[config.mk]
export PLATFORM = sky130hd
export DESIGN_NAME = rbtd_ctrl
export DESIGN_NICKNAME = d
export VERILOG_FILES = /design/src/rtl/rbtd_pkg.sv /design/src/rtl/rbtd_ctrl.sv
export SDC_FILE = /design/constraint.sdc
export NUM_CORES = 1
export LEC_CHECK = 0
export BUFFER_PORTS_ARGS = -buffer_cell sky130_fd_sc_hd__buf_4
export CAP_MARGIN = 5
export CORE_ASPECT_RATIO = 1.2
export CORE_MARGIN = 2
export CORE_UTILIZATION = 45
export CTS_CLUSTER_SIZE = 14
export DETAILED_ROUTE_END_ITERATION = 8
export GPL_TIMING_DRIVEN = 0
export PLACE_DENSITY = 0.79
export SYNTH_ARGS = -nofsm -noshare
export SYNTH_HDL_FRONTEND = slang
export SYNTH_SLANG_ARGS = --single-unit
[constraint.sdc]
create_clock -name clk -period 3.42 [get_ports clk]
set_input_delay 0.684 -clock clk [delete_from_list [all_inputs] [get_ports clk]]
set_output_delay 0.684 -clock clk [all_outputs]
set_load 0.05 [all_outputs]
[src/rtl/rbtd_pkg.sv]
// Shared constants, types and the quarter-wave sine table for the tone detector.
`timescale 1ns / 1ps

package rbtd_pkg;

  // Default sizes of the history store.
  localparam int HISTORY_DEPTH_DEF = 64;
  localparam int NODE_COUNT_DEF    = 1024;

  // Field and register widths.
  localparam int NODE_W   = 10;
  localparam int SAMPLE_W = 16;
  localparam int DET_W    = 16;
  localparam int PHASE_W  = 16;
  localparam int OFFSET_W = 8;
  localparam int GAIN_W   = 16;
  localparam int DATA_W   = 32;
  localparam int ADDR_W   = 4;

  // Datapath widths.
  localparam int DIFF_W     = 17;
  localparam int ACC_PH_W   = 17;
  localparam int COEF_W     = 16;
  localparam int PROD_W     = DIFF_W + COEF_W;
  localparam int NORM_W     = 30;
  localparam int SQ_W       = 2 * NORM_W;
  localparam int SUM_W      = SQ_W + 1;
  localparam int ROOT_W     = 31;
  localparam int SQRT_W     = SUM_W + 1;
  localparam int SQRT_START = 60;
  localparam int SQRT_STEPS = 31;
  localparam int LOG_IN_W   = ROOT_W + 2;
  localparam int LOG_FRAC_W = 16;
  localparam int EXP_W      = 6;
  localparam int LOG_W      = EXP_W + LOG_FRAC_W;
  localparam int LOG_M_W    = 32;
  localparam int LOG_NORM_STEPS = 6;
  localparam int LOG_SHIFT_MAX  = 32;
  localparam int GPROD_W    = LOG_W + GAIN_W;

  localparam logic [PHASE_W-1:0] QUARTER_TURN = 16'h4000;
  localparam logic [DET_W-1:0]   DET_MAX      = 16'hFFFF;

  // Register map, by word index.
  localparam logic [1:0] REG_PHASE_STEP     = 2'd0;
  localparam logic [1:0] REG_NEUTRAL_OFFSET = 2'd1;
  localparam logic [1:0] REG_OUTPUT_GAIN    = 2'd2;

  localparam logic [PHASE_W-1:0]  PHASE_STEP_RST     = 16'd8192;
  localparam logic [OFFSET_W-1:0] NEUTRAL_OFFSET_RST = 8'd0;
  localparam logic [GAIN_W-1:0]   OUTPUT_GAIN_RST    = 16'd256;

  // Rotation constants of the sine recurrence, Q30.
  localparam logic [63:0] COS_STEP_Q30 = 64'd1073418433;
  localparam logic [63:0] SIN_STEP_Q30 = 64'd26350944;

  typedef logic [64:0][15:0] qsine_t;

  function automatic qsine_t build_qsine();
    qsine_t      t;
    logic [63:0] prev;
    logic [63:0] cur;
    logic [63:0] q;
    logic [63:0] prod;
    logic [63:0] nxt;
    t    = '0;
    prev = 64'd0;
    cur  = SIN_STEP_Q30;
    for (int k = 1; k <= 64; k++) begin
      q    = (cur + 64'd16384) >> 15;
      t[k] = (q > 64'd32767) ? 16'd32767 : q[15:0];
      prod = (64'd2 * COS_STEP_Q30 * cur + (64'd1 << 29)) >> 30;
      nxt  = (prod >= prev) ? prod - prev : 64'd0;
      prev = cur;
      cur  = nxt;
    end
    return t;
  endfunction

  localparam qsine_t QSINE = build_qsine();

  // Sine of a 16-bit phase in Q1.15, top eight phase bits only.
  function automatic logic signed [COEF_W-1:0] sine_q15(input logic [PHASE_W-1:0] ph);
    logic [7:0]  idx;
    logic [6:0]  off;
    logic [15:0] mag;
    idx = ph[15:8];
    off = {1'b0, idx[5:0]};
    if (idx[6]) begin
      mag = QSINE[7'd64 - off];
    end else begin
      mag = QSINE[off];
    end
    return idx[7] ? -$signed(mag) : $signed(mag);
  endfunction

  // Commands from the controller to the datapath.
  typedef struct packed {
    logic       clr_write;
    logic       capture;
    logic       item_write;
    logic       mac_init;
    logic       mac_issue;
    logic       mag_load;
    logic       norm_step;
    logic       sq_step;
    logic       sqrt_load;
    logic       sqrt_step;
    logic       sqrt_store;
    logic       log_load;
    logic       log_norm;
    logic       log_sq;
    logic       log_store;
    logic       finish;
    logic [2:0] sel;
    logic [4:0] step;
  } cmd_t;

  // Status from the datapath to the controller.
  typedef struct packed {
    logic clr_last;
    logic node_ok;
    logic mac_last;
    logic mac_busy;
    logic norm_done;
    logic out_free;
  } sts_t;

endpackage

[src/rtl/rbtd_ctrl.sv]
// Sequencing state machine of the tone detector.
`timescale 1ns / 1ps

module rbtd_ctrl (
  input  logic           clk,
  input  logic           rst_n,
  input  logic           in_valid,
  output logic           in_ready,
  input  rbtd_pkg::sts_t sts,
  output rbtd_pkg::cmd_t cmd
);
  import rbtd_pkg::*;

  localparam logic [3:0] S_CLEAR = 4'd0;
  localparam logic [3:0] S_IDLE  = 4'd1;
  localparam logic [3:0] S_WRITE = 4'd2;
  localparam logic [3:0] S_MAC   = 4'd3;
  localparam logic [3:0] S_DRAIN = 4'd4;
  localparam logic [3:0] S_NORM  = 4'd5;
  localparam logic [3:0] S_SQ    = 4'd6;
  localparam logic [3:0] S_RT_LD = 4'd7;
  localparam logic [3:0] S_RT    = 4'd8;
  localparam logic [3:0] S_RT_ST = 4'd9;
  localparam logic [3:0] S_LG_LD = 4'd10;
  localparam logic [3:0] S_LG_N  = 4'd11;
  localparam logic [3:0] S_LG_S  = 4'd12;
  localparam logic [3:0] S_LG_ST = 4'd13;
  localparam logic [3:0] S_FIN   = 4'd14;

  logic [3:0] state_r, state_nxt;
  logic [4:0] cnt_r, cnt_nxt;
  logic [1:0] k_r, k_nxt;

  always_ff @(posedge clk) begin
    if (!rst_n) begin
      state_r <= S_CLEAR;
      cnt_r   <= '0;
      k_r     <= '0;
    end else begin
      state_r <= state_nxt;
      cnt_r   <= cnt_nxt;
      k_r     <= k_nxt;
    end
  end

  always_comb begin
    state_nxt = state_r;
    cnt_nxt   = cnt_r;
    k_nxt     = k_r;
    in_ready  = 1'b0;
    cmd       = '0;
    cmd.sel   = {1'b0, k_r};
    cmd.step  = cnt_r;
    unique case (state_r)
      S_CLEAR: begin
        cmd.clr_write = 1'b1;
        if (sts.clr_last) state_nxt = S_IDLE;
      end
      S_IDLE: begin
        in_ready = 1'b1;
        if (in_valid) begin
          cmd.capture = 1'b1;
          state_nxt   = S_WRITE;
        end
      end
      S_WRITE: begin
        cmd.item_write = 1'b1;
        cmd.mac_init   = 1'b1;
        state_nxt      = sts.node_ok ? S_MAC : S_FIN;
      end
      S_MAC: begin
        cmd.mac_issue = 1'b1;
        if (sts.mac_last) state_nxt = S_DRAIN;
      end
      S_DRAIN: begin
        if (!sts.mac_busy) begin
          cmd.mag_load = 1'b1;
          state_nxt    = S_NORM;
        end
      end
      S_NORM: begin
        if (sts.norm_done) begin
          k_nxt     = '0;
          cnt_nxt   = '0;
          state_nxt = S_SQ;
        end else begin
          cmd.norm_step = 1'b1;
        end
      end
      S_SQ: begin
        cmd.sq_step = 1'b1;
        cmd.sel     = {k_r, cnt_r[0]};
        if (cnt_r[0]) begin
          state_nxt = S_RT_LD;
        end else begin
          cnt_nxt = cnt_r + 5'd1;
        end
      end
      S_RT_LD: begin
        cmd.sqrt_load = 1'b1;
        cnt_nxt       = '0;
        state_nxt     = S_RT;
      end
      S_RT: begin
        cmd.sqrt_step = 1'b1;
        if (cnt_r == 5'(SQRT_STEPS - 1)) begin
          state_nxt = S_RT_ST;
        end else begin
          cnt_nxt = cnt_r + 5'd1;
        end
      end
      S_RT_ST: begin
        cmd.sqrt_store = 1'b1;
        cnt_nxt        = '0;
        if (k_r == 2'd2) begin
          k_nxt     = '0;
          state_nxt = S_LG_LD;
        end else begin
          k_nxt     = k_r + 2'd1;
          state_nxt = S_SQ;
        end
      end
      S_LG_LD: begin
        cmd.log_load = 1'b1;
        cnt_nxt      = '0;
        state_nxt    = S_LG_N;
      end
      S_LG_N: begin
        cmd.log_norm = 1'b1;
        if (cnt_r == 5'(LOG_NORM_STEPS - 1)) begin
          cnt_nxt   = '0;
          state_nxt = S_LG_S;
        end else begin
          cnt_nxt = cnt_r + 5'd1;
        end
      end
      S_LG_S: begin
        cmd.log_sq = 1'b1;
        if (cnt_r == 5'(LOG_FRAC_W - 1)) begin
          state_nxt = S_LG_ST;
        end else begin
          cnt_nxt = cnt_r + 5'd1;
        end
      end
      S_LG_ST: begin
        cmd.log_store = 1'b1;
        if (k_r == 2'd1) begin
          state_nxt = S_FIN;
        end else begin
          k_nxt     = k_r + 2'd1;
          state_nxt = S_LG_LD;
        end
      end
      S_FIN: begin
        if (sts.out_free) begin
          cmd.finish = 1'b1;
          state_nxt  = S_IDLE;
        end
      end
      default: state_nxt = S_CLEAR;
    endcase
  end

endmodule

==> metrics list <==
- The clock drives 11 sinks.
* Routed WL per cell: 14.5 um
* Synth Cell Area: 1130 um^2
- Post-CTS setup buffer count: 0
- After clock tree synthesis, the clock-pin slew on the worst setup and hold paths is approximately 80 ps.
- Total via count after detailed routing: 1,248
- Final net count: 200
* Total number of yosys warnings: 0
* Tightest Pin Transition: 809 ps
- For this run, design rule violations remaining after detail routing come to 0.
* Minimum clock period after layout: 2610 ps
- Measured along the x axis, the die boundary spans approximately 50 um.
- Placer Congestion: about 0.94
- Count of pins over their slew limit: 0
- Clk_lat worst skew: 290 ps
- For the final routed database, the setup TNS stands at 0 ps.
- On the critical path the largest part of the delay comes from compound AO/OA/AOI/OAI gates.
- The core region is 2330 um^2.
- Kind of launch point of the worst setup path: flip-flop
- The critical path goes through ha_1 > and3_2 > ha_1 > nor3_1 > o21ai_0 > a2111oi_2 > o21ai_0 > a32o_1.
- For this run the aggregate overflow at the end of global routing stands at 0.
- Number of antenna violations at the first check in global routing: 0
- CTS Hold Buffers Added: 0
- Buffers placed on the I/O ports in this run total 33.
* Detail-routed via count per cell: 5.83
- The via count of the first global-routing pass was 1,162.
- In this run the tightest slew margin relative to its limit is 45.6%.
* Total detailed-routing wirelength: ~3100 um
- The cell count after synthesis came out at 146.
- Synth area leaders: dfxtp_1, ha_1, a21oi_1
* Clock buffers created by TritonCTS: 3
- Setup repair after global routing left no endpoint under its margin.
- Most instantiated cells after synthesis: nor2_1, a21oi_1, dfxtp_1, nor3_1, o21ai_0
- Fraction of synthesized cell area taken by the top area cell type: 19.5%
* Placed cell area: 1420 um^2
* CTS-repair resized insts: 0
* Synth area leader: dfxtp_1
* Post-Syn Area per Cell: ~7.7 um^2
- Async SR Flop Fraction: 0%
* Count of antenna diodes in the layout: 0
* Max Buffers Root-to-Sink: 2
- GRT Util Overall: between 20% and 30%
* Worst slack, placed: 862 ps
- The cell sitting at the root of the clock tree is a clkbuf_4.
- The die covers approximately 2900 um^2.
* Worst-path cell with the longest stage delay: a2111oi_2
- Detailed placement finished with a half-perimeter wire length of 2370 um.
* Data required, critical path: 3600 ps
* Maximum achievable frequency: 383 MHz
* Synthesis-to-finish area growth: 27.7%
- The number of hold violations in the final report came to 0.
- Final clock period utilization by the worst path: 76.4%
- For this design the top-level I/O count stands at 34.
* Highest net fanout along the worst path: 7
- Reported leakage power: 0.000599 uW
- Slowest stage delay, CP: 740 ps
- The synthesized design contains 0 enable-type register cells.
- Number of distinct library cell variants in the gate-level netlist after synthesis: between 40 and 50
* Fillcell total: 223
- Arrival time of the worst setup path: 2790 ps
- The detailed router finished its first iteration with 18 violations.
* Share of post-route cells with drive strength above 1: 30.6%
- Entering global routing, the biggest net connects 11 pins.
* VDD IR-drop max: about 0.0004 V
- The first global-routing pass estimated slightly above 5000 um of wire.
* Outcome: complete, no violations
* Power density cells: 658 nW/um^2
- Max-cap viol count: 0
- Number of endpoints failing setup at the final stage: 0
* Synthesized netlist net count: 162
- Most used standard cell by instance count after synthesis: nor2_1
* HP Class: flip-flop to flip-flop
* Non-Filler Cell Area, Final: 1440 um^2
- Final clock skew: ~8.1 ps
- Number of buffer and inverter stages on the critical path: 0
- Die height: 58.9 um
- CTS built an H-tree with a depth of 1.
- For this run, the detailed router's first-pass iteration total came to 4.
- The floorplan has 19 rows.
* Main flop type after synthesis: dfxtp_1
- The setup path with the least slack is of type flip-flop to flip-flop.
- Number of synthesized register bits: 11
- Part of the Yosys area used for sequential elements: 19.5%
* Final Worst Setup Slack: 807 ps
- The initial utilization of the core area, before any placement, comes to just under 50%.
* CTS tree: yes
- Nature of the critical path endpoint: flip-flop
* ANT nets after route: 0
-- per-stage QoR --
stage                     total power (uW)  util, %  std cells  hold slack (ps)
after CTS                              949     61.9        214              540
after detailed placement               853     60.7        210              522
after global placement                 842     60.7        210              504
after global routing                  1010     61.9        214              564
after floorplan                        693        -        146              487
final                                  948     61.9        214              546
-- where the power goes --
group	leakage (uW)	switching (uW)	internal, uW
clock network	0.0000150	49.7	45.4
registers	0.0000894	30.5	154
logic	0.000495	423	246
-- final cells by class --
cell class / count / area, um^2 / share of cell area, %
plain buffers: 14 / 121 / 8.42
inverters: 9 / 33.8 / 2.34
well taps: 31 / 38.8 / 2.69
flip-flops and latches: 11 / 220 / 15.3
clock buffers: 4 / 26.3 / 1.82
repair buffers: 33 / 248 / 17.2
multi-input cells: 112 / 753 / 52.3
-- path summary, 6_finish.rpt --
kind,from,end,slack [ps],cells after the start
worst max register to register,cnt_r[0],cnt_r[2],810,8
worst max-delay path,cnt_r[0],cnt_r[2],810,8
worst min-delay path,k_r[1],k_r[1],550,2
worst min register to register,k_r[1],k_r[1],550,2
-- cell families (layout without fill, tap and decap cells) --
| logic type | count (synthesis) | in the layout | synth area share, % |
|---|---|---|---|
| AND/OR/NAND/NOR | 61 | 61 | 31.9 |
| adder cells (fa/ha/maj) | 7 | 7 | 7.76 |
| AO/OA/AOI/OAI | 41 | 41 | 24.3 |
| flip-flops | 11 | 11 | 19.5 |
| multiplexers | 3 | 3 | 2.77 |
| buffers and inverters | 23 | 60 | 13.7 |
-- worst reg2reg max path, stage by stage (launching register included) --
cell	delay, ps
dfxtp_1	390
ha_1	260
and3_2	210
ha_1	190
nor3_1	140
o21ai_0	140
a2111oi_2	740
o21ai_0	200
a32o_1	240
-- registers in the layout (all words and copies together) (netlist names) --
signal,cells
cnt_r,5
k_r,2
state_r,4
-- cells in the final DEF, fill, tap and decap left out, drive strengths merged, types with 2 or more instances in the layout --
cell type	count
buf	42
nor2	15
a21oi	13
nor3	11
dfxtp	11
o21ai	10
inv	9
clkbuf	9
ha	7
nor4	6
nand2b	4
nand2	4
a211oi	3
nor3b	3
or4	3
and2	2
mux2i	2
or3	2
o211ai	2
and3	2
a2111oi	2
or2b	2
-- routing by layer --
metal  wire length (um)  GRT usage (%)  up-vias
met3                168           2.54        9
met4                 80           12.3        0
li1                   -              -      615
met2               1490           39.6       50
met5                  0              0        -
met1               1360           26.4      574
Power figures use the tool's default switching activity.
